`src/design/round_robin_schedule_sim_top_defines.svh`:
```
// ----------------------------------------------------------------------------
// Round-robin scheduler: assertion macros
// Shared assertion forms used by the design files of the scheduler block.
// ----------------------------------------------------------------------------
`ifndef ROUND_ROBIN_SCHEDULE_SIM_TOP_DEFINES_SVH
`define ROUND_ROBIN_SCHEDULE_SIM_TOP_DEFINES_SVH

// Same-cycle implication, reset-qualified.
`define RRS_ASSERT_NOW(lbl, clk, rstn, ante, cons, msg) \
    lbl: assert property (@(posedge clk) disable iff (!(rstn)) (ante) |-> (cons)) \
        else $error(msg);

// Next-cycle implication, reset-qualified.
`define RRS_ASSERT_NEXT(lbl, clk, rstn, ante, cons, msg) \
    lbl: assert property (@(posedge clk) disable iff (!(rstn)) (ante) |=> (cons)) \
        else $error(msg);

`endif

```
`src/design/rrs_pkg.sv`:
```
// ----------------------------------------------------------------------------
// Round-robin scheduler package
// Record type of the process table and the fixed field widths.
// ----------------------------------------------------------------------------
`default_nettype none

package rrs_pkg;

    localparam int ID_W    = 8;
    localparam int TIME_W  = 16;
    localparam int CLOCK_W = 21;
    localparam int WSUM_W  = 25;

    localparam logic [CLOCK_W-1:0] CLOCK_MAX   = {CLOCK_W{1'b1}};
    localparam logic [WSUM_W-1:0]  WSUM_MAX    = {WSUM_W{1'b1}};
    localparam logic [TIME_W-1:0]  QUANTUM_RST = 16'd2;

    // One row of the process table.
    typedef struct packed {
        logic [ID_W-1:0]    id;
        logic [TIME_W-1:0]  arrival;
        logic [TIME_W-1:0]  burst;
        logic [TIME_W-1:0]  remaining;
        logic [CLOCK_W-1:0] finish;
    } proc_rec_t;

endpackage

`default_nettype wire

```
`src/design/round_robin_schedule_sim_top.sv`:
```
// ----------------------------------------------------------------------------
// Round-robin scheduling simulator
// Loads a set of processes, sorts them by arrival and simulates round-robin
// dispatch with a programmable quantum, then reports one result per process.
// ----------------------------------------------------------------------------
//
//  Channel   Handshake                     Payload
//  load      load_valid / load_stall       process_id, arrival_time,
//                                          burst_time, last_process
//  result    result_valid / result_stall   result_id ... last_result
//  quantum   quantum_we                    quantum_wdata
//
// Load transactions are taken one per cycle while the block is idle.
// After the final load the block sorts the table by arrival (an exchange sort)
// and simulates dispatch and admission checks, all bounded by the single read
// port of the process table, then passes each result through a table read,
// an output load and presentation, held there by any stall, with result_valid
// high during presentation. load_stall stays high from the final load until
// the last result transaction has completed.
// Reset is asynchronous and active low; memories need no clearing pass.
// ----------------------------------------------------------------------------
`default_nettype none

module round_robin_schedule_sim_top #(
    parameter int MAX_PROCESSES = 16,
    localparam int IDX_W = $clog2(MAX_PROCESSES),
    localparam int CNT_W = $clog2(MAX_PROCESSES + 1)
) (
    input  wire                  clk,
    input  wire                  rst_n,
    input  wire                  quantum_we,
    input  wire  [15:0]          quantum_wdata,
    input  wire                  load_valid,
    output logic                 load_stall,
    input  wire  [7:0]           process_id,
    input  wire  [15:0]          arrival_time,
    input  wire  [15:0]          burst_time,
    input  wire                  last_process,
    output logic                 result_valid,
    input  wire                  result_stall,
    output logic [7:0]           result_id,
    output logic [15:0]          arrival_out,
    output logic [15:0]          burst_out,
    output logic [20:0]          completion_time,
    output logic [20:0]          turnaround_time,
    output logic [20:0]          waiting_time,
    output logic [24:0]          total_wait,
    output logic [CNT_W-1:0]     process_count,
    output logic                 table_overflow,
    output logic                 last_result
);
    import rrs_pkg::*;
    `include "round_robin_schedule_sim_top_defines.svh"

    localparam logic [CNT_W-1:0] MAX_CNT = CNT_W'(MAX_PROCESSES);

    typedef enum logic [17:0] {
        ST_IDLE      = 18'h00001,
        ST_SORT_I    = 18'h00002,
        ST_SORT_A    = 18'h00004,
        ST_SORT_B    = 18'h00008,
        ST_SORT_W    = 18'h00010,
        ST_SIM_START = 18'h00020,
        ST_SIM_INIT  = 18'h00040,
        ST_DISPATCH  = 18'h00080,
        ST_JUMP      = 18'h00100,
        ST_POP       = 18'h00200,
        ST_EXEC      = 18'h00400,
        ST_FIN       = 18'h00800,
        ST_ACC       = 18'h01000,
        ST_ADM_RD    = 18'h02000,
        ST_ADM_CK    = 18'h04000,
        ST_OUT_RD    = 18'h08000,
        ST_OUT_LD    = 18'h10000,
        ST_OUT_HOLD  = 18'h20000
    } state_t;

    // Waiting time from finish, arrival and burst; zero if it would go negative.
    function automatic logic [CLOCK_W-1:0] wait_of(
        input logic [CLOCK_W-1:0] fin,
        input logic [TIME_W-1:0]  arr,
        input logic [TIME_W-1:0]  bur
    );
        logic [CLOCK_W-1:0] tat;
        logic [CLOCK_W-1:0] bx;
        tat = fin - {{(CLOCK_W-TIME_W){1'b0}}, arr};
        bx  = {{(CLOCK_W-TIME_W){1'b0}}, bur};
        return (tat >= bx) ? tat - bx : '0;
    endfunction

    // Saturating advance of the simulated clock.
    function automatic logic [CLOCK_W-1:0] clk_add(
        input logic [CLOCK_W-1:0] c,
        input logic [TIME_W-1:0]  d
    );
        logic [CLOCK_W:0] s;
        s = {1'b0, c} + {{(CLOCK_W-TIME_W+1){1'b0}}, d};
        return s[CLOCK_W] ? CLOCK_MAX : s[CLOCK_W-1:0];
    endfunction

    state_t state_reg, state_next;
    logic [CNT_W-1:0]   cnt_reg, cnt_next;
    logic               ovf_reg, ovf_next;
    logic [TIME_W-1:0]  tq_reg, tq_next;
    logic [CNT_W-1:0]   i_reg, i_next;
    logic [CNT_W-1:0]   j_reg, j_next;
    logic [CNT_W-1:0]   nxt_reg, nxt_next;
    logic [CNT_W-1:0]   done_reg, done_next;
    logic [CLOCK_W-1:0] clock_reg, clock_next;
    logic [WSUM_W-1:0]  wsum_reg, wsum_next;
    logic               pend_reg, pend_next;
    logic               oval_reg, oval_next;

    proc_rec_t          a_reg, a_next;
    proc_rec_t          cur_reg, cur_next;
    logic [IDX_W-1:0]   f_reg, f_next;
    logic [CLOCK_W-1:0] wt_reg, wt_next;

    logic [ID_W-1:0]    o_id_reg, o_id_next;
    logic [TIME_W-1:0]  o_arr_reg, o_arr_next;
    logic [TIME_W-1:0]  o_bur_reg, o_bur_next;
    logic [CLOCK_W-1:0] o_fin_reg, o_fin_next;
    logic [CLOCK_W-1:0] o_tat_reg, o_tat_next;
    logic [CLOCK_W-1:0] o_wt_reg, o_wt_next;
    logic               o_last_reg, o_last_next;

    // Table and queue controls
    logic               t_rd_en;
    logic [IDX_W-1:0]   t_rd_addr;
    proc_rec_t          t_rd_data;
    logic               t_wr_en;
    logic [IDX_W-1:0]   t_wr_addr;
    proc_rec_t          t_wr_data;
    logic               q_clear;
    logic               q_push;
    logic [IDX_W-1:0]   q_push_data;
    logic               q_pop;
    logic [IDX_W-1:0]   q_pop_data;
    logic [CNT_W-1:0]   q_count;

    logic [TIME_W-1:0]  quantum;
    logic               load_acc;
    logic [CNT_W-1:0]   cnt_after;
    proc_rec_t          rec_mod;

    assign quantum  = (tq_reg == '0) ? TIME_W'(1) : tq_reg;
    assign load_acc = load_valid && !load_stall;

    rrs_table #(.DEPTH(MAX_PROCESSES), .IDX_W(IDX_W)) u_table (
        .clk     (clk),
        .rd_en   (t_rd_en),
        .rd_addr (t_rd_addr),
        .rd_data (t_rd_data),
        .wr_en   (t_wr_en),
        .wr_addr (t_wr_addr),
        .wr_data (t_wr_data)
    );

    rrs_queue #(.DEPTH(MAX_PROCESSES), .IDX_W(IDX_W), .CNT_W(CNT_W)) u_queue (
        .clk       (clk),
        .rst_n     (rst_n),
        .clear     (q_clear),
        .push      (q_push),
        .push_data (q_push_data),
        .pop       (q_pop),
        .pop_data  (q_pop_data),
        .count     (q_count)
    );

    always_comb
    begin
        state_next  = state_reg;
        cnt_next    = cnt_reg;
        ovf_next    = ovf_reg;
        tq_next     = quantum_we ? quantum_wdata : tq_reg;
        i_next      = i_reg;
        j_next      = j_reg;
        nxt_next    = nxt_reg;
        done_next   = done_reg;
        clock_next  = clock_reg;
        wsum_next   = wsum_reg;
        pend_next   = pend_reg;
        oval_next   = oval_reg;
        a_next      = a_reg;
        cur_next    = cur_reg;
        f_next      = f_reg;
        wt_next     = wt_reg;
        o_id_next   = o_id_reg;
        o_arr_next  = o_arr_reg;
        o_bur_next  = o_bur_reg;
        o_fin_next  = o_fin_reg;
        o_tat_next  = o_tat_reg;
        o_wt_next   = o_wt_reg;
        o_last_next = o_last_reg;

        t_rd_en     = 1'b0;
        t_rd_addr   = '0;
        t_wr_en     = 1'b0;
        t_wr_addr   = '0;
        t_wr_data   = a_reg;
        q_clear     = 1'b0;
        q_push      = 1'b0;
        q_push_data = '0;
        q_pop       = 1'b0;
        cnt_after   = cnt_reg;
        rec_mod     = t_rd_data;

        unique case (state_reg)
            ST_IDLE:
            begin
                if (load_acc)
                begin
                    if (cnt_reg < MAX_CNT)
                    begin
                        t_wr_en   = 1'b1;
                        t_wr_addr = cnt_reg[IDX_W-1:0];
                        t_wr_data = '{id: process_id, arrival: arrival_time,
                                      burst: burst_time, remaining: burst_time,
                                      finish: '0};
                        cnt_after = cnt_reg + 1'b1;
                    end
                    else
                    begin
                        ovf_next = 1'b1;
                    end
                    cnt_next = cnt_after;
                    if (last_process)
                    begin
                        if (cnt_after == '0)
                        begin
                            ovf_next = 1'b0;
                            q_clear  = 1'b1;
                        end
                        else
                        begin
                            i_next     = '0;
                            state_next = ST_SORT_I;
                        end
                    end
                end
            end
            ST_SORT_I:
            begin
                if (i_reg + 1'b1 < cnt_reg)
                begin
                    t_rd_en    = 1'b1;
                    t_rd_addr  = i_reg[IDX_W-1:0];
                    state_next = ST_SORT_A;
                end
                else
                begin
                    state_next = ST_SIM_START;
                end
            end
            ST_SORT_A:
            begin
                a_next     = t_rd_data;
                j_next     = i_reg + 1'b1;
                t_rd_en    = 1'b1;
                t_rd_addr  = j_next[IDX_W-1:0];
                state_next = ST_SORT_B;
            end
            ST_SORT_B:
            begin
                // Entry i lives in a_reg for the whole inner pass.
                if (t_rd_data.arrival < a_reg.arrival)
                begin
                    t_wr_en   = 1'b1;
                    t_wr_addr = j_reg[IDX_W-1:0];
                    t_wr_data = a_reg;
                    a_next    = t_rd_data;
                end
                j_next = j_reg + 1'b1;
                if (j_next < cnt_reg)
                begin
                    t_rd_en   = 1'b1;
                    t_rd_addr = j_next[IDX_W-1:0];
                end
                else
                begin
                    state_next = ST_SORT_W;
                end
            end
            ST_SORT_W:
            begin
                t_wr_en    = 1'b1;
                t_wr_addr  = i_reg[IDX_W-1:0];
                t_wr_data  = a_reg;
                i_next     = i_reg + 1'b1;
                state_next = ST_SORT_I;
            end
            ST_SIM_START:
            begin
                t_rd_en    = 1'b1;
                t_rd_addr  = '0;
                state_next = ST_SIM_INIT;
            end
            ST_SIM_INIT:
            begin
                clock_next  = {{(CLOCK_W-TIME_W){1'b0}}, t_rd_data.arrival};
                q_push      = 1'b1;
                q_push_data = '0;
                nxt_next    = CNT_W'(1);
                done_next   = '0;
                pend_next   = 1'b0;
                state_next  = ST_DISPATCH;
            end
            ST_DISPATCH:
            begin
                if (done_reg == cnt_reg)
                begin
                    i_next     = '0;
                    state_next = ST_OUT_RD;
                end
                else if (q_count == '0)
                begin
                    if (nxt_reg >= cnt_reg)
                    begin
                        i_next     = '0;
                        state_next = ST_OUT_RD;
                    end
                    else
                    begin
                        t_rd_en    = 1'b1;
                        t_rd_addr  = nxt_reg[IDX_W-1:0];
                        state_next = ST_JUMP;
                    end
                end
                else
                begin
                    q_pop      = 1'b1;
                    state_next = ST_POP;
                end
            end
            ST_JUMP:
            begin
                // Idle gap: move the clock up to the next pending arrival.
                if ({{(CLOCK_W-TIME_W){1'b0}}, t_rd_data.arrival} > clock_reg)
                begin
                    clock_next = {{(CLOCK_W-TIME_W){1'b0}}, t_rd_data.arrival};
                end
                pend_next  = 1'b0;
                state_next = ST_ADM_RD;
            end
            ST_POP:
            begin
                f_next     = q_pop_data;
                t_rd_en    = 1'b1;
                t_rd_addr  = q_pop_data;
                state_next = ST_EXEC;
            end
            ST_EXEC:
            begin
                if (t_rd_data.remaining > quantum)
                begin
                    clock_next        = clk_add(clock_reg, quantum);
                    rec_mod.remaining = t_rd_data.remaining - quantum;
                    t_wr_en           = 1'b1;
                    t_wr_addr         = f_reg;
                    t_wr_data         = rec_mod;
                    pend_next         = 1'b1;
                    state_next        = ST_ADM_RD;
                end
                else
                begin
                    clock_next = clk_add(clock_reg, t_rd_data.remaining);
                    cur_next   = t_rd_data;
                    state_next = ST_FIN;
                end
            end
            ST_FIN:
            begin
                rec_mod           = cur_reg;
                rec_mod.remaining = '0;
                rec_mod.finish    = clock_reg;
                t_wr_en           = 1'b1;
                t_wr_addr         = f_reg;
                t_wr_data         = rec_mod;
                wt_next           = wait_of(clock_reg, cur_reg.arrival, cur_reg.burst);
                done_next         = done_reg + 1'b1;
                state_next        = ST_ACC;
            end
            ST_ACC:
            begin
                wsum_next  = ({1'b0, wsum_reg} + {{(WSUM_W-CLOCK_W+1){1'b0}}, wt_reg})
                             > {1'b0, WSUM_MAX}
                             ? WSUM_MAX
                             : wsum_reg + {{(WSUM_W-CLOCK_W){1'b0}}, wt_reg};
                pend_next  = 1'b0;
                state_next = ST_ADM_RD;
            end
            ST_ADM_RD:
            begin
                if (nxt_reg < cnt_reg)
                begin
                    t_rd_en    = 1'b1;
                    t_rd_addr  = nxt_reg[IDX_W-1:0];
                    state_next = ST_ADM_CK;
                end
                else
                begin
                    q_push      = pend_reg;
                    q_push_data = f_reg;
                    pend_next   = 1'b0;
                    state_next  = ST_DISPATCH;
                end
            end
            ST_ADM_CK:
            begin
                // Sorted table: arrivals are admitted strictly in index order.
                if ({{(CLOCK_W-TIME_W){1'b0}}, t_rd_data.arrival} <= clock_reg)
                begin
                    q_push      = 1'b1;
                    q_push_data = nxt_reg[IDX_W-1:0];
                    nxt_next    = nxt_reg + 1'b1;
                    state_next  = ST_ADM_RD;
                end
                else
                begin
                    q_push      = pend_reg;
                    q_push_data = f_reg;
                    pend_next   = 1'b0;
                    state_next  = ST_DISPATCH;
                end
            end
            ST_OUT_RD:
            begin
                t_rd_en    = 1'b1;
                t_rd_addr  = i_reg[IDX_W-1:0];
                state_next = ST_OUT_LD;
            end
            ST_OUT_LD:
            begin
                o_id_next   = t_rd_data.id;
                o_arr_next  = t_rd_data.arrival;
                o_bur_next  = t_rd_data.burst;
                o_fin_next  = t_rd_data.finish;
                o_tat_next  = t_rd_data.finish
                              - {{(CLOCK_W-TIME_W){1'b0}}, t_rd_data.arrival};
                o_wt_next   = wait_of(t_rd_data.finish, t_rd_data.arrival,
                                      t_rd_data.burst);
                o_last_next = (i_reg + 1'b1 == cnt_reg);
                oval_next   = 1'b1;
                state_next  = ST_OUT_HOLD;
            end
            ST_OUT_HOLD:
            begin
                if (!result_stall)
                begin
                    oval_next = 1'b0;
                    if (o_last_reg)
                    begin
                        cnt_next   = '0;
                        ovf_next   = 1'b0;
                        clock_next = '0;
                        wsum_next  = '0;
                        done_next  = '0;
                        q_clear    = 1'b1;
                        state_next = ST_IDLE;
                    end
                    else
                    begin
                        i_next     = i_reg + 1'b1;
                        state_next = ST_OUT_RD;
                    end
                end
            end
            default:
            begin
                state_next = ST_IDLE;
            end
        endcase
    end

    always_ff @(posedge clk or negedge rst_n)
    begin
        if (!rst_n)
        begin
            state_reg <= ST_IDLE;
            cnt_reg   <= '0;
            ovf_reg   <= 1'b0;
            tq_reg    <= QUANTUM_RST;
            i_reg     <= '0;
            j_reg     <= '0;
            nxt_reg   <= '0;
            done_reg  <= '0;
            clock_reg <= '0;
            wsum_reg  <= '0;
            pend_reg  <= 1'b0;
            oval_reg  <= 1'b0;
        end
        else
        begin
            state_reg <= state_next;
            cnt_reg   <= cnt_next;
            ovf_reg   <= ovf_next;
            tq_reg    <= tq_next;
            i_reg     <= i_next;
            j_reg     <= j_next;
            nxt_reg   <= nxt_next;
            done_reg  <= done_next;
            clock_reg <= clock_next;
            wsum_reg  <= wsum_next;
            pend_reg  <= pend_next;
            oval_reg  <= oval_next;
        end
    end

    always_ff @(posedge clk)
    begin
        a_reg      <= a_next;
        cur_reg    <= cur_next;
        f_reg      <= f_next;
        wt_reg     <= wt_next;
        o_id_reg   <= o_id_next;
        o_arr_reg  <= o_arr_next;
        o_bur_reg  <= o_bur_next;
        o_fin_reg  <= o_fin_next;
        o_tat_reg  <= o_tat_next;
        o_wt_reg   <= o_wt_next;
        o_last_reg <= o_last_next;
    end

    // The whole set is held in the table while results drain, so sums and
    // counts stay stable across every result transaction of the run.
    assign load_stall      = (state_reg != ST_IDLE);
    assign result_valid    = oval_reg;
    assign result_id       = o_id_reg;
    assign arrival_out     = o_arr_reg;
    assign burst_out       = o_bur_reg;
    assign completion_time = o_fin_reg;
    assign turnaround_time = o_tat_reg;
    assign waiting_time    = o_wt_reg;
    assign total_wait      = wsum_reg;
    assign process_count   = cnt_reg;
    assign table_overflow  = ovf_reg;
    assign last_result     = o_last_reg;

    `RRS_ASSERT_NOW(a_result_blocks_load, clk, rst_n, oval_reg, load_stall,
        "load accepted while results pending")
    `RRS_ASSERT_NOW(a_done_bound, clk, rst_n, 1'b1, done_reg <= cnt_reg,
        "more completions than processes")
    `RRS_ASSERT_NOW(a_count_bound, clk, rst_n, 1'b1, cnt_reg <= MAX_CNT,
        "process count beyond table depth")

endmodule

`default_nettype wire

```
`src/design/rrs_table.sv`:
```
// ----------------------------------------------------------------------------
// Process table
// Synchronous memory of process records, one write and one registered read.
// ----------------------------------------------------------------------------
`default_nettype none

module rrs_table #(
    parameter int DEPTH = 16,
    parameter int IDX_W = 4
) (
    input  wire                      clk,
    input  wire                      rd_en,
    input  wire  [IDX_W-1:0]         rd_addr,
    output rrs_pkg::proc_rec_t       rd_data,
    input  wire                      wr_en,
    input  wire  [IDX_W-1:0]         wr_addr,
    input  rrs_pkg::proc_rec_t       wr_data
);
    import rrs_pkg::*;

    proc_rec_t mem [DEPTH];
    proc_rec_t rd_data_reg;

    always_ff @(posedge clk)
    begin
        if (wr_en)
        begin
            mem[wr_addr] <= wr_data;
        end
    end

    always_ff @(posedge clk)
    begin
        if (rd_en)
        begin
            rd_data_reg <= mem[rd_addr];
        end
    end

    assign rd_data = rd_data_reg;

endmodule

`default_nettype wire

```
`src/design/rrs_queue.sv`:
```
// ----------------------------------------------------------------------------
// Ready queue
// Circular FIFO of table indices held in a synchronous memory.
// ----------------------------------------------------------------------------
`default_nettype none

module rrs_queue #(
    parameter int DEPTH = 16,
    parameter int IDX_W = 4,
    parameter int CNT_W = 5
) (
    input  wire              clk,
    input  wire              rst_n,
    input  wire              clear,
    input  wire              push,
    input  wire  [IDX_W-1:0] push_data,
    input  wire              pop,
    output logic [IDX_W-1:0] pop_data,
    output logic [CNT_W-1:0] count
);
    `include "round_robin_schedule_sim_top_defines.svh"

    localparam logic [IDX_W-1:0] LAST_IDX = IDX_W'(DEPTH - 1);
    localparam logic [CNT_W-1:0] FULL_CNT = CNT_W'(DEPTH);

    logic [IDX_W-1:0] mem [DEPTH];
    logic [IDX_W-1:0] head_reg, head_next;
    logic [IDX_W-1:0] tail_reg, tail_next;
    logic [CNT_W-1:0] count_reg, count_next;
    logic [IDX_W-1:0] pop_data_reg;

    always_comb
    begin
        head_next  = head_reg;
        tail_next  = tail_reg;
        count_next = count_reg;
        if (clear)
        begin
            head_next  = '0;
            tail_next  = '0;
            count_next = '0;
        end
        else
        begin
            if (push)
            begin
                tail_next = (tail_reg == LAST_IDX) ? '0 : tail_reg + 1'b1;
            end
            if (pop)
            begin
                head_next = (head_reg == LAST_IDX) ? '0 : head_reg + 1'b1;
            end
            if (push && !pop)
            begin
                count_next = count_reg + 1'b1;
            end
            else if (pop && !push)
            begin
                count_next = count_reg - 1'b1;
            end
        end
    end

    always_ff @(posedge clk or negedge rst_n)
    begin
        if (!rst_n)
        begin
            head_reg  <= '0;
            tail_reg  <= '0;
            count_reg <= '0;
        end
        else
        begin
            head_reg  <= head_next;
            tail_reg  <= tail_next;
            count_reg <= count_next;
        end
    end

    always_ff @(posedge clk)
    begin
        if (push)
        begin
            mem[tail_reg] <= push_data;
        end
        if (pop)
        begin
            pop_data_reg <= mem[head_reg];
        end
    end

    assign pop_data = pop_data_reg;
    assign count    = count_reg;

    `RRS_ASSERT_NOW(a_count_bound, clk, rst_n, 1'b1, count_reg <= FULL_CNT,
        "ready queue count exceeds depth")
    `RRS_ASSERT_NOW(a_no_pop_empty, clk, rst_n, pop, count_reg != '0,
        "pop from empty ready queue")
    `RRS_ASSERT_NEXT(a_clear_empty, clk, rst_n, clear, count_reg == '0,
        "ready queue not empty after clear")

endmodule

`default_nettype wire

```
`config.mk`:
```
export PLATFORM = sky130hd
export DESIGN_NAME = round_robin_schedule_sim_top
export DESIGN_NICKNAME = d
export VERILOG_FILES = /design/src/design/rrs_pkg.sv /design/src/design/round_robin_schedule_sim_top.sv /design/src/design/rrs_table.sv /design/src/design/rrs_queue.sv
export VERILOG_INCLUDE_DIRS = /design/src /design/src/design
export SDC_FILE = /design/constraint.sdc
export NUM_CORES = 2
export LEC_CHECK = 0
export ABC_AREA = 1
export BUFFER_PORTS_ARGS = -buffer_cell sky130_fd_sc_hd__buf_2
export CELL_PAD_IN_SITES_DETAIL_PLACEMENT = 0
export CELL_PAD_IN_SITES_GLOBAL_PLACEMENT = 2
export CORE_MARGIN = 3
export CORE_UTILIZATION = 46
export CTS_BUF_LIST = sky130_fd_sc_hd__clkbuf_2
export DETAILED_ROUTE_END_ITERATION = 8
export PLACE_DENSITY = 0.87
export SLEW_MARGIN = 20
export SYNTH_ARGS = -nofsm -noshare
export SYNTH_HDL_FRONTEND = slang
export SYNTH_SLANG_ARGS = --single-unit
```
`constraint.sdc`:
```
create_clock -name clk -period 23.3 [get_ports clk]
set_input_delay 4.66 -clock clk [delete_from_list [all_inputs] [get_ports clk]]
set_output_delay 4.66 -clock clk [all_outputs]
set_load 0.02 [all_outputs]
```
# Word level (Yosys, flattened, before mapping)
# Memories as Yosys holds them, arrays and structs flattened. A register that Yosys moved wholly into a read port is not among the register bits.
# Cells that the tools add are included.
# word_totals
reg_bits	367
latchBits	0
ram_bits	1296
romBits	0
in_bits	62
output_inout_bits	137
wordCells	256
mem_count	2
# op_classes
add_sub_neg	18
mul	0
div	0
order_cmp	12
n_eq_ne	38
shift	0
muxes	117
n_bitwise	1
n_reduce_logical	36
# memory_table
memory	depth	width	read_ports	rd_ports_with_merged_regs	write_ports	line_no	text
u_table.mem	16	77	1	1	1	rrs_table.sv:21	proc_rec_t mem [DEPTH];
u_queue.mem	16	4	1	1	1	rrs_queue.sv:26	logic [IDX_W-1:0] mem [DEPTH];
# ops
cell	count
$mux W77	4
$pmux W18 S17	1
$pmux W77 S3	1
$pmux W77 S2	1
$mux W18	7
$mux W21	6
$mux W5	18
$pmux W21 S4	1
$sub A21 B16 Y21	4
$mux W25	3
$mux W4	18
$pmux W25 S2	1
$mux W16	3
$add A21 B16 Y22	2
$ge A21 B16 Y1	2
$mux W1	34
$add A5 B1 Y5 const B	6
$pmux W5 S2	3
$mux W14	2
$pmux W4 S7	1
$add A25 B21 Y26	1
$gt A26 B25 Y1 const B	1
$ne A2 B2 Y1 const B	13
$add A25 B21 Y25	1
58 further kinds	88

# Logic depth before layout (Yosys ltp)
# depth
word_depth	11
ltp_mapped	23
mapped_depth_nobuf	23

# Cells and area by module
# From an unflattened synthesis, not the netlist that was laid out.
# unflattened
cells_unflattened	8695
area_unflattened_um2	84045.6
# by_module_without_submodules
module	n_inst	cells_each	area_per_inst_um2	seq_area_each_um2
rrs_table	1	5060	54942.7	39307.7
round_robin_schedule_sim_top	1	3251	25330.5	10092.2
rrs_queue	1	384	3772.4	2367.3

# Worst setup path before layout
# No wires, ideal clock.
# synth_path
path_kind	input -> register
from	in load_valid
to	mem u_table.mem[0][0] in the netlist's numbering (enable)
setup_time_ns	0.513
t_arrival_ns	8.627
required_ns	22.787
slack_ns	14.161
cell_stages	8
n_path_buf	1
path_cell_list	nand3_2 > buf_2 > o22ai_1 > inv_1 > nand2_1 > a21oi_1 > nand2_1 > nor2_1
# synth_via
elab_chain_cells	5
word_cells_on_any_way	7
classes_between	6 x mux; 1 x reduce/logical
# synth_lines
element	line_no	text
from (decl)	round_robin_schedule_sim_top.sv:33	input wire load_valid,
$logic_and A1 B1 Y1 *	round_robin_schedule_sim_top.sv:147	assign load_acc = load_valid && !load_stall;
$mux W1	round_robin_schedule_sim_top.sv:211	if (load_acc)
$pmux W1 S4	round_robin_schedule_sim_top.sv:208	unique case (state_reg)
$mux W1	rrs_table.sv:26	if (wr_en)
$mux W1 (not written as such)	rrs_table.sv:28	mem[wr_addr] <= wr_data;
to (decl)	rrs_table.sv:21	
# Mark *: on every way between the ends. The rest lies on a longest branch, timed or not.

# Final worst setup path
# layout_path
from	reg state_reg[17]
to	out load_stall
# layout_via
elab_chain_cells	1
# layout_lines
element	line_no	text
from (decl)	round_robin_schedule_sim_top.sv:101	state_t state_reg, state_next;
from (signal assigned)	round_robin_schedule_sim_top.sv:494	state_reg <= state_next;
$ne A18 B1 Y1	round_robin_schedule_sim_top.sv:526	assign load_stall = (state_reg != ST_IDLE);
to (decl)	round_robin_schedule_sim_top.sv:34	output logic load_stall,
# Every way passes these cells.

==> reports/qor.log <==
[run_status] outcome completed
[timing] final worst-path setup slack 14900 ps
[worst_setup_path] register-to-register path setup slack 16980 ps
[routing] DR vias 63.7k
[routing] detailed-router iteration count before antenna repair 8
[logic_synthesis] synthesized-area fraction occupied by ao, oa, aoi and oai cells 4.42%
[place] half-perimeter wire length after detailed placement 173 mm
[worst_setup_path] slowest CP cell sky130_fd_sc_hd__nor2_4
[floorplan] Core ar. 179000 um^2
[timing] final number of max-transition violations 0
[worst_setup_path] stages on the worst setup path 5
[floorplan] die extent in y 432 um
[floorplan] number of ports placed on the die boundary 199
[place] routability cong. 0.942
[worst_setup_path] capture point of the worst reg-to-reg path u_table.mem[0][47]$_DFFE_PP_
[timing] slew of the pin with the lowest slew margin 1290 ps
[logic_synthesis] share of the yosys chip area belonging to registers 62.1%
[global_routing] antenna violations before repair 20
[clocking] clock tree from TritonCTS built
[floorplan] effective utilization at floorplan 46.5%
[logic_synthesis] adder-cell share of the synthesized area 3.13%
[clocking] maximum count of clock buffers along a single path 4
[timing] RSZ-0062 raised after global routing false
[logic_synthesis] simple-gate share of the synthesized area 21.6%
[routing] drt wl/cell 25.0 um
[layout] fill cell count 16.6k
[layout] fraction of final layout cells with drive strength greater than 1 12.5%
[power] leakage power figure 38.7 nW
[layout] Total Nets Final 8952
[routing] number of vias per cell 5.60
[logic_synthesis] Top FF cell, synth sky130_fd_sc_hd__edfxtp_1
[logic_synthesis] fraction of synthesized cell area in xor and xnor cells 1.37%
[layout] max reg flops 1232
[clocking] Num CTS Buffers 452
[global_routing] wire length of the first global-routing pass 407 mm
[worst_setup_path] arrival time at the worst endpoint 3740 ps
[logic_synthesis] count of warnings emitted by yosys 0
[power] switching power total 0.00351 W
[power] part of the power in the clock network 22.6%
[worst_setup_path] Worst Reg-to-Reg Cells 19
[place] DP Cell Count 10.6k
[logic_synthesis] Net Count, Synth 8569
[clocking] depth of the CTS H-tree 5
[worst_setup_path] WP data required 18640 ps
[logic_synthesis] largest family of logic cells by synthesized area simple AND/OR/NAND/NOR gates
[worst_hold_path] HP Class reg -> reg
[timing] fmax 119 MHz
[floorplan] Die W 432 um
[worst_setup_path] Crit Path Max Fanout 19
[logic_synthesis] share of synthesized flip-flops with an asynchronous set or reset 6.94%
[timing] post-route setup TNS 0 ps
[power] part of the total power dissipated in sequential elements 46.6%
[logic_synthesis] mapped cell area 83400 um^2
[logic_synthesis] post-synthesis cell type count 61
[timing] final number of hold-violating endpoints 0
[worst_setup_path] type of origin of the critical path flop
[power] Worst VDD drop 0.0683 mV
[floorplan] row count 155
[clocking] insertion delay to the later sink of the worst-skew pair 1990 ps
[timing] Final Skew 238 ps
[place] DP Worst Slack 14870 ps
[worst_setup_path] Cell Chain, Critical Path nor2_4, inv_2, nor4_2, nand3_1, buf_2
[layout] flip-flop and latch area 51800 um^2
[clocking] cells resized by post-CTS repair 0
[routing] number of DRC markers in iteration 0 7044
[logic_synthesis] number of synthesized flops with an enable pin 1623
[place] count of buffers inserted at the top-level ports 198
[worst_setup_path] buffer and inverter count on the worst path 2
[floorplan] area of the die 186000 um^2
[global_routing] vias in the first global route 59.9k
[layout] total area of multi-input combinational cells 25800 um^2
[power] Sw Ratio 38.3%
[run] Max-cap violations 0
[clocking] master cell of the clock root buffer sky130_fd_sc_hd__clkbuf_2
[logic_synthesis] post-synthesis register bit count 1744
[layout] Syn-to-layout area delta 8.95%
[global_routing] maximum number of pins on one net before global-route repair 185
[timing] final worst path period share 36.1%
[power] share of power burned in combinational logic 30.8%
[clocking] Sink Count 1744
[logic_synthesis] post-synthesis area per instance 10.0 um^2
[routing] post-route antenna net violation count 0
[power] Overall Power 0.00917 W
[power] Cell Int Power 0.00566 W
[clocking] Clock Pin Slew Worst Setup and Hold Paths 100 ps
[worst_setup_path] highest cell delay on the worst timing path 450 ps
[routing] overall routed net length 285 mm
[layout] number of cells in the finished layout apart from fillers 11.4k
[clocking] Post-CTS Setup Inserts 0
[worst_setup_path] critical path type reg -> out
[clocking] count of hold buffers inserted by post-cts repair 0
[worst_setup_path] start of the worst register-to-register path tq_reg[1]$_DFFE_PN1P_
[routing] Residual DRC 0
[timing] crit path time final 8400 ps
[worst_setup_path] category of cells accounting for the largest share of critical-path delay simple AND/OR/NAND/NOR gates
[logic_synthesis] proportion of synthesized area in mux cells 0%
[logic_synthesis] Gate Count Post-Synth 8304
[global_routing] gr ovfl total 0
[global_routing] Total Routing Usage GR 29.9%
[power] power density over the cells 101 nW/um^2
[worst_setup_path] launch point of the critical path state_reg[17]$_DFFE_PN0P_
[timing] relative max-transition margin 14.1%
[worst_setup_path] critical path capture point type primary output
[timing] count of endpoints failing setup in the final report 0
[worst_setup_path] last element of the critical path load_stall
[tightest hold or removal path: stages (launching register included)]
cell and delay [ps]:
sky130_fd_sc_hd__dfrtp_1 350, sky130_fd_sc_hd__o21ai_0 80, sky130_fd_sc_hd__nand2_1 60
[metal layers]
metal	track usage (%)	share of wire, %
met1	40.9	41
met2	46.3	45
met3	6.66	9.6
met4	12.4	3.9
met5	0	0.038
[synthesized netlist by cell type (48+ instances only)]
cell type	n	area, um^2
sky130_fd_sc_hd__xor2_1	81	709
sky130_fd_sc_hd__nand2_1	1910	7170
sky130_fd_sc_hd__dfrtp_1	119	2980
sky130_fd_sc_hd__xnor2_1	49	429
sky130_fd_sc_hd__inv_1	1134	4260
sky130_fd_sc_hd__o21ai_0	224	1120
sky130_fd_sc_hd__buf_2	160	801
sky130_fd_sc_hd__nand3_1	1527	7640
sky130_fd_sc_hd__a21oi_1	220	1100
sky130_fd_sc_hd__nand4_1	70	438
sky130_fd_sc_hd__nor3_1	48	240
sky130_fd_sc_hd__ha_1	194	2430
sky130_fd_sc_hd__clkbuf_1	174	653
sky130_fd_sc_hd__nor2_1	273	1020
sky130_fd_sc_hd__edfxtp_1	1623	48700
sky130_fd_sc_hd__nand3b_1	129	968
[cells in the final DEF, fill, tap and decap left out, types with 7 or more instances in the layout]
| cell | count |
|---|---|
| sky130_fd_sc_hd__a21o_1 | 20 |
| sky130_fd_sc_hd__a21oi_1 | 218 |
| sky130_fd_sc_hd__a22oi_1 | 17 |
| sky130_fd_sc_hd__a31oi_1 | 16 |
| sky130_fd_sc_hd__buf_2 | 199 |
| sky130_fd_sc_hd__buf_4 | 118 |
| sky130_fd_sc_hd__clkbuf_2 | 649 |
| sky130_fd_sc_hd__clkinv_1 | 107 |
| sky130_fd_sc_hd__clkinv_2 | 16 |
| sky130_fd_sc_hd__dfrtp_1 | 119 |
| sky130_fd_sc_hd__diode_2 | 14 |
| sky130_fd_sc_hd__edfxtp_1 | 1623 |
| sky130_fd_sc_hd__fa_1 | 9 |
| sky130_fd_sc_hd__ha_1 | 194 |
| sky130_fd_sc_hd__inv_1 | 1133 |
| sky130_fd_sc_hd__inv_2 | 22 |
| sky130_fd_sc_hd__nand2_1 | 1909 |
| sky130_fd_sc_hd__nand2_2 | 10 |
| sky130_fd_sc_hd__nand3_1 | 1525 |
| sky130_fd_sc_hd__nand3b_1 | 129 |
| sky130_fd_sc_hd__nand4_1 | 70 |
| sky130_fd_sc_hd__nor2_1 | 253 |
| sky130_fd_sc_hd__nor2_2 | 10 |
| sky130_fd_sc_hd__nor2_4 | 25 |
| sky130_fd_sc_hd__nor3_1 | 47 |
| sky130_fd_sc_hd__nor4_1 | 9 |
| sky130_fd_sc_hd__o2111ai_2 | 8 |
| sky130_fd_sc_hd__o211ai_1 | 26 |
| sky130_fd_sc_hd__o21ai_0 | 217 |
| sky130_fd_sc_hd__o21ai_1 | 31 |
| sky130_fd_sc_hd__o21ai_2 | 7 |
| sky130_fd_sc_hd__o221ai_2 | 8 |
| sky130_fd_sc_hd__o22ai_1 | 30 |
| sky130_fd_sc_hd__or2_2 | 7 |
| sky130_fd_sc_hd__xnor2_1 | 49 |
| sky130_fd_sc_hd__xor2_1 | 81 |
[kinds of logic after synthesis]
family          count (synthesis)
buf+inv                      1555
xor+xnor                      130
simple gates                 4023
flops                        1744
fa+ha+maj                     203
compound gates                649
[cell type report]
class	count	area share (%)
diodes	14	0.0386
well taps	2355	3.24
clock inverters	131	0.714
flip-flops and latches	1744	57.0
multi-input cells	5005	28.4
repair buffers	329	2.26
clock buffers	649	3.58
inverters	1155	4.78
[power by group through the flow]
| stage | combinational [W] | clock (W) | sequential [W] |
|---|---|---|---|
| detailed placement | 0.00275 | 0 | 0.00435 |
| global placement | 0.00272 | 0 | 0.00434 |
| CTS | 0.00277 | 0.00213 | 0.00428 |
| global route | 0.00309 | 0.00228 | 0.00429 |
| finish | 0.00282 | 0.00207 | 0.00427 |
| floorplan | 0.00176 | 0 | 0.00425 |
[worst min-delay path by stage]
stage                                  start  cells past startpoint                  endpoint
6_report            result_valid$_DFFE_PN0P_                      2  result_valid$_DFFE_PN0P_
5_1_grt        u_queue.pop_data[3]$_DFFE_PP_                      0        f_reg[3]$_DFFE_PN_
4_1_cts                 i_reg[4]$_DFFE_PN0P_                      2      i_reg[4]$_DFFE_PN0P_
3_5_place_dp   u_queue.pop_data[3]$_DFFE_PP_                      0        f_reg[3]$_DFFE_PN_
3_3_place_gp            i_reg[4]$_DFFE_PN0P_                      2      i_reg[4]$_DFFE_PN0P_
2_1_floorplan  u_queue.pop_data[3]$_DFFE_PP_                      0        f_reg[3]$_DFFE_PN_
[stage by stage]
stage	area (um^2)	utilization, %	hold WS, ps
6_report	90800	50.6	508
5_1_grt	90800	50.6	524
4_1_cts	90600	50.5	515
3_5_place_dp	86700	48.3	483
3_3_place_gp	86700	48.3	487
2_1_floorplan	83400	-	427
No activity file was read; power rests on OpenSTA's default activity.
